### src/sv/ocvsoc_pkg.sv
// Shared constants and types for the OCV state-of-charge lookup.
// Holds the breakpoint tables, segment reciprocals and divider sizing.
// No dependencies.
package ocvsoc_pkg;

	localparam int PACK_W   = 16;
	localparam int CELL_W   = 8;
	localparam int SOC_W    = 10;
	localparam int NUM_W    = 24;
	localparam int DIV_BITS = 4;
	localparam int DIV_STAGES = NUM_W / DIV_BITS;
	localparam int MV_W     = 13;
	localparam int SEG_W    = 4;
	localparam int DIFF_W   = 7;
	localparam int SCALED_W = 14;
	localparam int RECIP_W  = 18;
	localparam int RECIP_SHIFT = 22;
	localparam int FRAC_W   = 7;
	localparam int PROD_W   = 32;
	localparam int OCV_POINTS = 11;
	localparam int SEGMENTS = OCV_POINTS - 1;

	localparam logic [CELL_W-1:0] CELL_COUNT_RESET = 8'd144;
	localparam logic [SOC_W-1:0]  SOC_FULL  = 10'd1000;
	localparam logic [SOC_W-1:0]  SOC_EMPTY = 10'd0;

	localparam logic [MV_W-1:0] OCV_MV [OCV_POINTS] = '{
		13'd3600, 13'd3684, 13'd3724, 13'd3762, 13'd3780, 13'd3798,
		13'd3836, 13'd3905, 13'd3960, 13'd4033, 13'd4150
	};

	localparam logic [SOC_W-1:0] OCV_SOC [SEGMENTS] = '{
		10'd0, 10'd100, 10'd200, 10'd300, 10'd400,
		10'd500, 10'd600, 10'd700, 10'd800, 10'd900
	};

	// ceil(2^22 / segment width)
	localparam logic [RECIP_W-1:0] SEG_RECIP [SEGMENTS] = '{
		18'd49933, 18'd104858, 18'd110377, 18'd233017, 18'd233017,
		18'd110377, 18'd60788, 18'd76261, 18'd57457, 18'd35849
	};

	typedef struct packed {
		logic [CELL_W-1:0] rem;
		logic [NUM_W-1:0]  num;
		logic [CELL_W-1:0] dvs;
	} div_word_t;

endpackage

### src/sv/ocvsoc_div_stage.sv
// One stage of the pipelined restoring divider: four quotient bits per stage.
// Quotient bits shift into the low end of num as dividend bits leave the top.
// Depends on ocvsoc_pkg.
module ocvsoc_div_stage import ocvsoc_pkg::*; (
	input  logic      clk,
	input  logic      arst_n,
	input  logic      in_valid,
	input  div_word_t in_word,
	output logic      out_valid,
	output div_word_t out_word
);

	logic [CELL_W:0]   trial;
	logic [CELL_W-1:0] rem_c;
	logic [NUM_W-1:0]  num_c;

	always_comb begin
		rem_c = in_word.rem;
		num_c = in_word.num;
		trial = '0;
		for (int k = 0; k < DIV_BITS; k++) begin
			trial = {rem_c, num_c[NUM_W-1]};
			num_c = {num_c[NUM_W-2:0], 1'b0};
			if (trial >= {1'b0, in_word.dvs}) begin
				trial    = trial - {1'b0, in_word.dvs};
				num_c[0] = 1'b1;
			end
			rem_c = trial[CELL_W-1:0];
		end
	end

	always_ff @(posedge clk or negedge arst_n) begin
		if (!arst_n) begin
			out_valid <= 1'b0;
		end else begin
			out_valid <= in_valid;
		end
	end

	always_ff @(posedge clk) begin
		out_word.rem <= rem_c;
		out_word.num <= num_c;
		out_word.dvs <= in_word.dvs;
	end

endmodule

### src/sv/ocvsoc_interp.sv
// Piecewise-linear interpolation over the OCV table, four register stages.
// Segment search, scale by 100, reciprocal multiply, offset add and clamp.
// Depends on ocvsoc_pkg.
module ocvsoc_interp import ocvsoc_pkg::*; (
	input  logic             clk,
	input  logic             arst_n,
	input  logic             in_valid,
	input  logic [NUM_W-1:0] avg_mv,
	output logic             out_valid,
	output logic [SOC_W-1:0] soc
);

	logic              valid_s8, valid_s9, valid_s10, valid_s11;
	logic              hi_s8, hi_s9, hi_s10;
	logic              lo_s8, lo_s9, lo_s10;
	logic [SEG_W-1:0]  seg_s8, seg_s9, seg_s10;
	logic [DIFF_W-1:0] diff_s8;
	logic [SCALED_W-1:0] scaled_s9;
	logic [FRAC_W-1:0] frac_s10;
	logic [SOC_W-1:0]  soc_s11;

	logic [SEG_W-1:0]    seg_c;
	logic [MV_W-1:0]     diff_c;
	logic [SCALED_W-1:0] diff_ext;
	logic [PROD_W-1:0]   prod_c;
	logic [SOC_W-1:0]    soc_c;

	always_comb begin
		seg_c = '0;
		for (int i = 1; i < SEGMENTS; i++) begin
			if (avg_mv[MV_W-1:0] >= OCV_MV[i]) begin
				seg_c = SEG_W'(i);
			end
		end
		diff_c = avg_mv[MV_W-1:0] - OCV_MV[seg_c];
	end

	assign diff_ext = {{(SCALED_W-DIFF_W){1'b0}}, diff_s8};
	assign prod_c   = PROD_W'(scaled_s9) * PROD_W'(SEG_RECIP[seg_s9]);

	always_comb begin
		if (hi_s10) begin
			soc_c = SOC_FULL;
		end else if (lo_s10) begin
			soc_c = SOC_EMPTY;
		end else begin
			soc_c = OCV_SOC[seg_s10] + {{(SOC_W-FRAC_W){1'b0}}, frac_s10};
		end
	end

	always_ff @(posedge clk or negedge arst_n) begin
		if (!arst_n) begin
			valid_s8  <= 1'b0;
			valid_s9  <= 1'b0;
			valid_s10 <= 1'b0;
			valid_s11 <= 1'b0;
		end else begin
			valid_s8  <= in_valid;
			valid_s9  <= valid_s8;
			valid_s10 <= valid_s9;
			valid_s11 <= valid_s10;
		end
	end

	always_ff @(posedge clk) begin
		hi_s8     <= avg_mv > NUM_W'(OCV_MV[OCV_POINTS-1]);
		lo_s8     <= avg_mv < NUM_W'(OCV_MV[0]);
		seg_s8    <= seg_c;
		diff_s8   <= diff_c[DIFF_W-1:0];
		hi_s9     <= hi_s8;
		lo_s9     <= lo_s8;
		seg_s9    <= seg_s8;
		scaled_s9 <= (diff_ext << 6) + (diff_ext << 5) + (diff_ext << 2);
		hi_s10    <= hi_s9;
		lo_s10    <= lo_s9;
		seg_s10   <= seg_s9;
		frac_s10  <= prod_c[RECIP_SHIFT +: FRAC_W];
		soc_s11   <= soc_c;
	end

	assign out_valid = valid_s11;
	assign soc       = soc_s11;

endmodule

### src/sv/ocv_soc_interpolator_top.sv
// Top level of the OCV state-of-charge lookup.
// Depends on ocvsoc_pkg, ocvsoc_div_stage and ocvsoc_interp.
//
// Takes one pack voltage item per clock and returns its state of charge in
// 0.1 % units, with done high for a single cycle per item; busy is never
// raised and the receiver cannot stall. Each item passes through the
// scale-by-100 stage, six divider stages of four quotient bits each (average
// cell mV = pack * 100 / cell_count), and four interpolation stages around
// the reciprocal multiplier. Write cell_count only while no item is in
// flight; a cell count of zero gives full charge.
module ocv_soc_interpolator_top import ocvsoc_pkg::*; (
	input  logic              clk,
	input  logic              arst_n,
	input  logic              start,
	output logic              busy,
	input  logic [PACK_W-1:0] pack_voltage,
	input  logic              cell_count_we,
	input  logic [CELL_W-1:0] cell_count,
	output logic              done,
	output logic [SOC_W-1:0]  soc_permille
);

	logic [CELL_W-1:0] cell_count_q;
	logic              valid_s1;
	div_word_t         word_s1;
	logic [NUM_W-1:0]  pack_ext;

	logic      div_valid_s [DIV_STAGES+1];
	div_word_t div_word_s  [DIV_STAGES+1];

	assign busy     = 1'b0;
	assign pack_ext = {{(NUM_W-PACK_W){1'b0}}, pack_voltage};

	always_ff @(posedge clk or negedge arst_n) begin
		if (!arst_n) begin
			cell_count_q <= CELL_COUNT_RESET;
			valid_s1     <= 1'b0;
		end else begin
			if (cell_count_we) begin
				cell_count_q <= cell_count;
			end
			valid_s1 <= start && !busy;
		end
	end

	always_ff @(posedge clk) begin
		word_s1.rem <= '0;
		word_s1.num <= (pack_ext << 6) + (pack_ext << 5) + (pack_ext << 2);
		word_s1.dvs <= cell_count_q;
	end

	assign div_valid_s[0] = valid_s1;
	assign div_word_s[0]  = word_s1;

	for (genvar g = 0; g < DIV_STAGES; g++) begin : g_div
		ocvsoc_div_stage u_stage (
			.clk       (clk),
			.arst_n    (arst_n),
			.in_valid  (div_valid_s[g]),
			.in_word   (div_word_s[g]),
			.out_valid (div_valid_s[g+1]),
			.out_word  (div_word_s[g+1])
		);
	end

	ocvsoc_interp u_interp (
		.clk       (clk),
		.arst_n    (arst_n),
		.in_valid  (div_valid_s[DIV_STAGES]),
		.avg_mv    (div_word_s[DIV_STAGES].num),
		.out_valid (done),
		.soc       (soc_permille)
	);

endmodule

### config.mk
export PLATFORM = sky130hd
export DESIGN_NAME = ocv_soc_interpolator_top
export DESIGN_NICKNAME = d
export VERILOG_FILES = /design/src/sv/ocvsoc_pkg.sv /design/src/sv/ocvsoc_div_stage.sv /design/src/sv/ocvsoc_interp.sv /design/src/sv/ocv_soc_interpolator_top.sv
export SDC_FILE = /design/constraint.sdc
export NUM_CORES = 1
export LEC_CHECK = 0
export ABC_AREA = 1
export ABC_CLOCK_PERIOD_IN_PS = 6310
export BUFFER_PORTS_ARGS = -buffer_cell sky130_fd_sc_hd__buf_4
export CAP_MARGIN = 15
export CORE_ASPECT_RATIO = 0.6
export CORE_MARGIN = 1
export CORE_UTILIZATION = 45
export DETAILED_ROUTE_END_ITERATION = 8
export PLACE_DENSITY_LB_ADDON = 0.3
export SLEW_MARGIN = 30
export SYNTH_ARGS = -nofsm -noshare
export SYNTH_HDL_FRONTEND = slang
export SYNTH_HIERARCHICAL = 1
export SYNTH_SLANG_ARGS = --single-unit
export TNS_END_PERCENT = 10
### constraint.sdc
create_clock -name clk -period 6.31 [get_ports clk]
set_clock_uncertainty 0.05 [all_clocks]
set_input_delay 0.9465 -clock clk [delete_from_list [all_inputs] [get_ports clk]]
set_output_delay 0.9465 -clock clk [all_outputs]
set_load 0.005 [all_outputs]
==> flow_metrics.py, run 1 <==
metrics = {
    "critical_path": {
        "cp-end-kind": "flop",
        "path_common_cell": "nand2_1",
        "worstSetupPathType": "reg -> reg",
        "arrival_ns": 6.62,
        "worst_path_max_delay_cell": "fa_1",
        "cpPeakStageDelay_ns": 0.45,
        "startpoint_type": "flop",
        "reg2reg_to": "g_div[0].u_stage/out_word[37]$_DFF_P_",
        "cp_max_fo": 8,
        "crit_path_start": "div_word_s[240]$_DFF_P_",
        "timing.rr.start": "div_word_s[240]$_DFF_P_",
        "rr_worst_depth": 35,
        "worstPathRequired_ns": 6.74,
        "timing.reg2reg.setup_slack_ns": 0.12,
    },
    "worst_hold_path": {
        "worstHoldPathType": "in -> async",
    },
    "die": {
        "die_x_um": 325,
        "start_util": 0.459,
        "core_area_sq_um": 61500,
        "row_count": 70,
        "ios": 40,
        "dieHeight_um": 196,
        "die_area_sq_um": 63800,
    },
    "final_layout": {
        "finalNetCount": 4552,
        "areaGrowthSynthToFinish_pct": 19.5,
        "diodes": 0,
        "drive_above_1_share": 0.209,
        "n_fill_cell": 5684,
    },
    "place": {
        "post-place-ws_ns": 0.0317,
        "globalplace.congestion": 0.983,
        "hpwlAfterDp_um": 63600,
        "io_buffers": 38,
    },
    "yosys": {
        "synth_warnings": 6,
        "syn-instance-count": 3649,
        "synth_area_sq_um": 28200,
        "syn_avg_cell_area_sq_um": 7.74,
    },
    "cts": {
        "clock-sinks": 326,
        "clockRootBuffer": "clkbuf_16",
        "clk_path_buf_depth": 3,
        "clk_latency_ns": 0.60,
        "clk_pin_slew_ns": 0.07,
        "cts_hold_buf": 0,
        "cts_tree": "yes",
        "cts_buffers": 30,
        "h-tree-depth": 1,
    },
    "run": {
        "maxCapViolations": 0,
    },
    "drt": {
        "vias": 23800,
        "totalWireLength_um": 78000,
        "routedWlPerCell_um": 16.1,
        "vias_per_cell": 4.92,
        "dr.pass1.iters": 7,
        "drc": 0,
        "postRouteAntennaNets": 0,
        "drt_iter0_drc": 2085,
    },
    "global_route": {
        "grt_use_total": 0.236,
        "grt_max_degree": 20,
        "antenna_found_initial": 1,
        "grt_pass1_wl_um": 119000,
        "grt_overflow": 0,
        "grt_pass1_vias": 21400,
    },
    "sta": {
        "hold_viol_final": 0,
        "period_share": 0.980,
        "setup_viol": 0,
        "slew_headroom": 0.532,
        "rsz0062_at_grt": "true",
        "maxSlewViolCount": 0,
        "worst_slack_ns": 0.123,
        "tightest_slew_ns": 0.695,
        "min_period_ns": 6.19,
        "max_freq_ghz": 0.162,
    },
    "run_status": {
        "run_status": "complete, no violations",
    },
}
state kept, by name, indices dropped and copies added, names as in the netlist, 6 cells and up:
name and cells:
u_interp/soc 10, g_div.u_stage/out_word 224, u_interp/scaled_s9 12, g_div.u_stage/out_valid 6, cell_count_q 8, div_word_s 29
u_interp/diff_s8 7, u_interp/frac_s10 7
timing repair:
item,4_1_cts,5_1_grt
pin swaps,0,47
endpoints found under the setup margin,3,53
gates resized for setup,2,209
buffers inserted,0,43
gates cloned,0,7
worst max-delay path: cells and delay by family (launching register included):
| kind | cells | cell delay, ns |
|---|---|---|
| and+or+nand+nor | 17 | 2.00 |
| adders and majority gates | 5 | 1.65 |
| AOI/OAI and AO/OA | 6 | 1.14 |
| xor gates and xnor gates | 2 | 0.43 |
| buffers and inverters | 5 | 0.41 |
| DFF | 1 | 0.36 |
through the flow:
stage / util / instance area, sq um / hold slack (ns) / TNS, ns / cells
6_report: 0.549 / 33800 / 0.160 / 0 / 4849
2_1_floorplan: - / 28300 / 0.260 / 0 / 3671
4_1_cts: 0.525 / 32300 / 0.147 / 0 / 4799
3_5_place_dp: 0.508 / 31200 / 0.262 / 0 / 4743
3_3_place_gp: 0.508 / 31200 / 0.260 / 0 / 4743
5_1_grt: 0.549 / 33800 / 0.163 / -1.72 / 4849
cell type report:
| class | count | area [sq um] | area share |
|---|---|---|---|
| Sequential cell | 326 | 6650 | 0.197 |
| Multi-Input combinational cell | 2621 | 19900 | 0.591 |
| Timing Repair Buffer | 326 | 2490 | 0.0738 |
| Clock buffer | 34 | 787 | 0.0233 |
| Inverter | 692 | 2600 | 0.0770 |
| Clock inverter | 22 | 259 | 0.00767 |
| Tap cell | 828 | 1040 | 0.0307 |
layout by cell type, fill, tap and decap left out, types with 9 or more instances in the layout:
| cell type | instances |
|---|---|
| nor2_4 | 24 |
| xor2_1 | 103 |
| ha_2 | 10 |
| fa_1 | 196 |
| buf_4 | 321 |
| nand4_1 | 44 |
| o21ai_2 | 26 |
| inv_1 | 631 |
| nor3_1 | 12 |
| o21ai_4 | 9 |
| nand2_4 | 24 |
| nor2_1 | 245 |
| a21oi_1 | 138 |
| o21ai_1 | 22 |
| nand2_2 | 84 |
| a21oi_4 | 11 |
| ha_4 | 43 |
| nand3_1 | 126 |
| a21oi_2 | 33 |
| dfrtp_1 | 17 |
| nand2_1 | 896 |
| o21ai_0 | 44 |
| ha_1 | 275 |
| conb_1 | 24 |
| nor2_2 | 35 |
| inv_2 | 60 |
| dfxtp_2 | 14 |
| nand3_2 | 28 |
| a31oi_1 | 13 |
| xnor2_1 | 34 |
| dfxtp_1 | 292 |
| clkbuf_16 | 31 |
| nand3b_1 | 23 |
worst max-delay path by stage:
stage | depth (start not counted) | end
floorplan | 41 | g_div[4].u_stage/out_word[33]$_DFF_P_
global placement | 23 | u_interp/frac_s10[2]$_DFF_P_
detailed placement | 21 | u_interp/frac_s10[5]$_DFF_P_
CTS | 39 | g_div[1].u_stage/out_word[37]$_DFF_P_
global route | 37 | g_div[0].u_stage/out_word[37]$_DFF_P_
finish | 35 | g_div[0].u_stage/out_word[37]$_DFF_P_
per-layer routing:
metal  global-route usage  wire [um]
met3               0.0768       8900
met1                0.418      43700
met4               0.0210        557
met5                    0          0
met2                0.257      24800
Power of run 1 is not shown: default switching activity piles up to over one toggle a cycle in this logic, so the estimate is an artifact.
==> run 2, diff against run 1 <==
--- a/config.mk
+++ b/config.mk
@@ -9,9 +9,9 @@
 export ABC_CLOCK_PERIOD_IN_PS = 6310
 export BUFFER_PORTS_ARGS = -buffer_cell sky130_fd_sc_hd__buf_4
 export CAP_MARGIN = 15
-export CORE_ASPECT_RATIO = 0.6
+export CORE_ASPECT_RATIO = 1.25
 export CORE_MARGIN = 1
-export CORE_UTILIZATION = 45
+export CORE_UTILIZATION = 35
 export DETAILED_ROUTE_END_ITERATION = 8
 export PLACE_DENSITY_LB_ADDON = 0.3
 export SLEW_MARGIN = 30
==> run 2 against run 1 <==
Flip-flop and latch count stayed put. Wire length shrank 11%. Critical path type unchanged. Non-clock buffer count shrank 99. Critical path depth grew 4. Hold slack gained 0.020 ns. Global-route usage down 6.8 points. Highest routed layer unchanged. Sequential share of layout area increased by 0.28 points. Critical endpoint is now g_div[1].u_stage/out_word[38]$_DFF_P_. Setup slack gained 0.19 ns.
==> flow_metrics.py, run 2 (synthesized netlist as in run 1, its figures left out) <==
metrics = {
    "critical_path": {
        "worstSetupPathType": "reg -> reg",
        "path_common_cell": "nand2_1",
        "cp-end-kind": "flop",
        "cp_num_buf_inv": 8,
        "worstPathRequired_ns": 6.71,
        "crit_family": "simple AND/OR/NAND/NOR gates",
        "startpoint_type": "flop",
        "arrival_ns": 6.39,
        "worst_path_max_delay_cell": "fa_1",
        "cp_max_fo": 8,
        "cpPeakStageDelay_ns": 0.39,
    },
    "cts": {
        "clk_pin_slew_ns": 0.06,
        "clk_latency_ns": 0.57,
        "clockRootBuffer": "clkbuf_16",
        "cts_buffers": 39,
        "h-tree-depth": 2,
        "cts_tree": "yes",
        "cts_hold_buf": 0,
        "clock-sinks": 326,
        "clk_path_buf_depth": 3,
    },
    "sta": {
        "rsz0062_at_grt": "true",
        "max_freq_ghz": 0.167,
        "timing.setup.tns_ns": 0,
        "slew_headroom": 0.524,
        "setup_viol": 0,
        "worst_slack_ns": 0.318,
        "tightest_slew_ns": 0.713,
        "hold_viol_final": 0,
        "maxSlewViolCount": 0,
        "period_share": 0.950,
        "min_period_ns": 5.99,
    },
    "die": {
        "die_area_sq_um": 81800,
        "ios": 40,
        "die_x_um": 256,
        "start_util": 0.353,
        "row_count": 116,
        "dieHeight_um": 320,
        "core_area_sq_um": 80000,
    },
    "global_route": {
        "grt_max_degree": 20,
        "grt_pass1_wl_um": 112000,
        "grtUsageMet3": 0.0207,
        "grt_util_met2": 0.315,
        "grt_overflow": 0,
        "grt-busiest-layer": "met2",
        "grt_pass1_vias": 23000,
        "grt_use_total": 0.168,
        "antenna_found_initial": 2,
        "use_met1": 0.189,
    },
    "place": {
        "io_buffers": 38,
        "globalplace.congestion": 0.888,
        "post-place-ws_ns": -0.0728,
        "hpwlAfterDp_um": 56600,
    },
    "drt": {
        "vias": 23100,
        "drt_iter0_drc": 929,
        "dr.pass1.iters": 5,
        "postRouteAntennaNets": 0,
        "drc": 0,
        "totalWireLength_um": 69200,
        "vias_per_cell": 4.62,
        "routedWlPerCell_um": 13.8,
    },
    "final_layout": {
        "final_cell_mix": "nand2_1, inv_1, dfxtp_1, ha_1, nor2_1",
        "largest_register": "g_div.u_stage/out_word",
        "finalNetCount": 4463,
        "diodes": 0,
        "n_fill_cell": 8084,
        "layout_commonest_cell": "nand2_1",
        "drive_above_1_share": 0.176,
        "areaGrowthSynthToFinish_pct": 17.7,
        "largest_reg_flops": 224,
    },
    "run": {
        "maxCapViolations": 0,
    },
    "worst_hold_path": {
        "worstHoldPathType": "in -> async",
    },
    "run_status": {
        "run_status": "complete, no violations",
    },
}
## run 2: cell count changes in the layout (fill, tap and decap cells not counted), sizes merged
cell,before,now
nand4,51,55
nand2,1007,1005
buf,326,227
clkbuf,34,47
clkinvlp,7,4
nand3,160,159
clkinv,8,11
inv,695,696
bufinv,4,5
## run 2: final timing paths
path	slack [ns]	endpoint	startpoint	cells after the start
worst max register to register	0.32	g_div[1].u_stage/out_word[38]$_DFF_P_	g_div[0].u_stage/out_word[31]$_DFF_P_	39
max in group asynchronous	5.78	cell_count_q[7]$_DFFE_PN1P_	arst_n	1
min in group clk	0.24	g_div[1].u_stage/out_word[26]$_DFF_P_	g_div[0].u_stage/out_word[22]$_DFF_P_	0
worst min register to register	0.24	g_div[1].u_stage/out_word[26]$_DFF_P_	g_div[0].u_stage/out_word[22]$_DFF_P_	0
worst min-delay path	0.18	cell_count_q[5]$_DFFE_PN0P_	arst_n	1
worst max-delay path	0.32	g_div[1].u_stage/out_word[38]$_DFF_P_	g_div[0].u_stage/out_word[31]$_DFF_P_	39
## run 2: layer usage
layer	share of wire	routed length (um)
met5	0	0
met4	0.045	3140
met3	0.033	2290
met2	0.51	35300
met1	0.41	28400
## run 2: cell type report
type,count,area (sq um),area share
clock buffers,47,1040,0.0312
clock inverters,24,280,0.00843
inverters,692,2600,0.0783
multi-input cells,2622,19600,0.591
flip-flops and latches,326,6640,0.200
well taps,1062,1330,0.0400
repair buffers,227,1710,0.0514
## run 2: timing repair
action | in CTS | in global routing
gates cloned | 0 | 8
endpoints found under the setup margin | 19 | 50
pin swaps | 0 | 39
setup buffers | 0 | 27
resized for setup | 4 | 136
## run 2: through the flow
stage / util / cell area (sq um) / instances / hold WS, ns
5_1_grt: 0.416 / 33200 / 5000 / 0.179
3_5_place_dp: 0.386 / 30900 / 4894 / 0.262
2_1_floorplan: - / 28300 / 3671 / 0.260
3_3_place_gp: 0.386 / 30900 / 4894 / 0.260
4_1_cts: 0.403 / 32200 / 4965 / 0.162
6_report: 0.416 / 33200 / 5000 / 0.180
Power of run 2 is left out for the same reason.
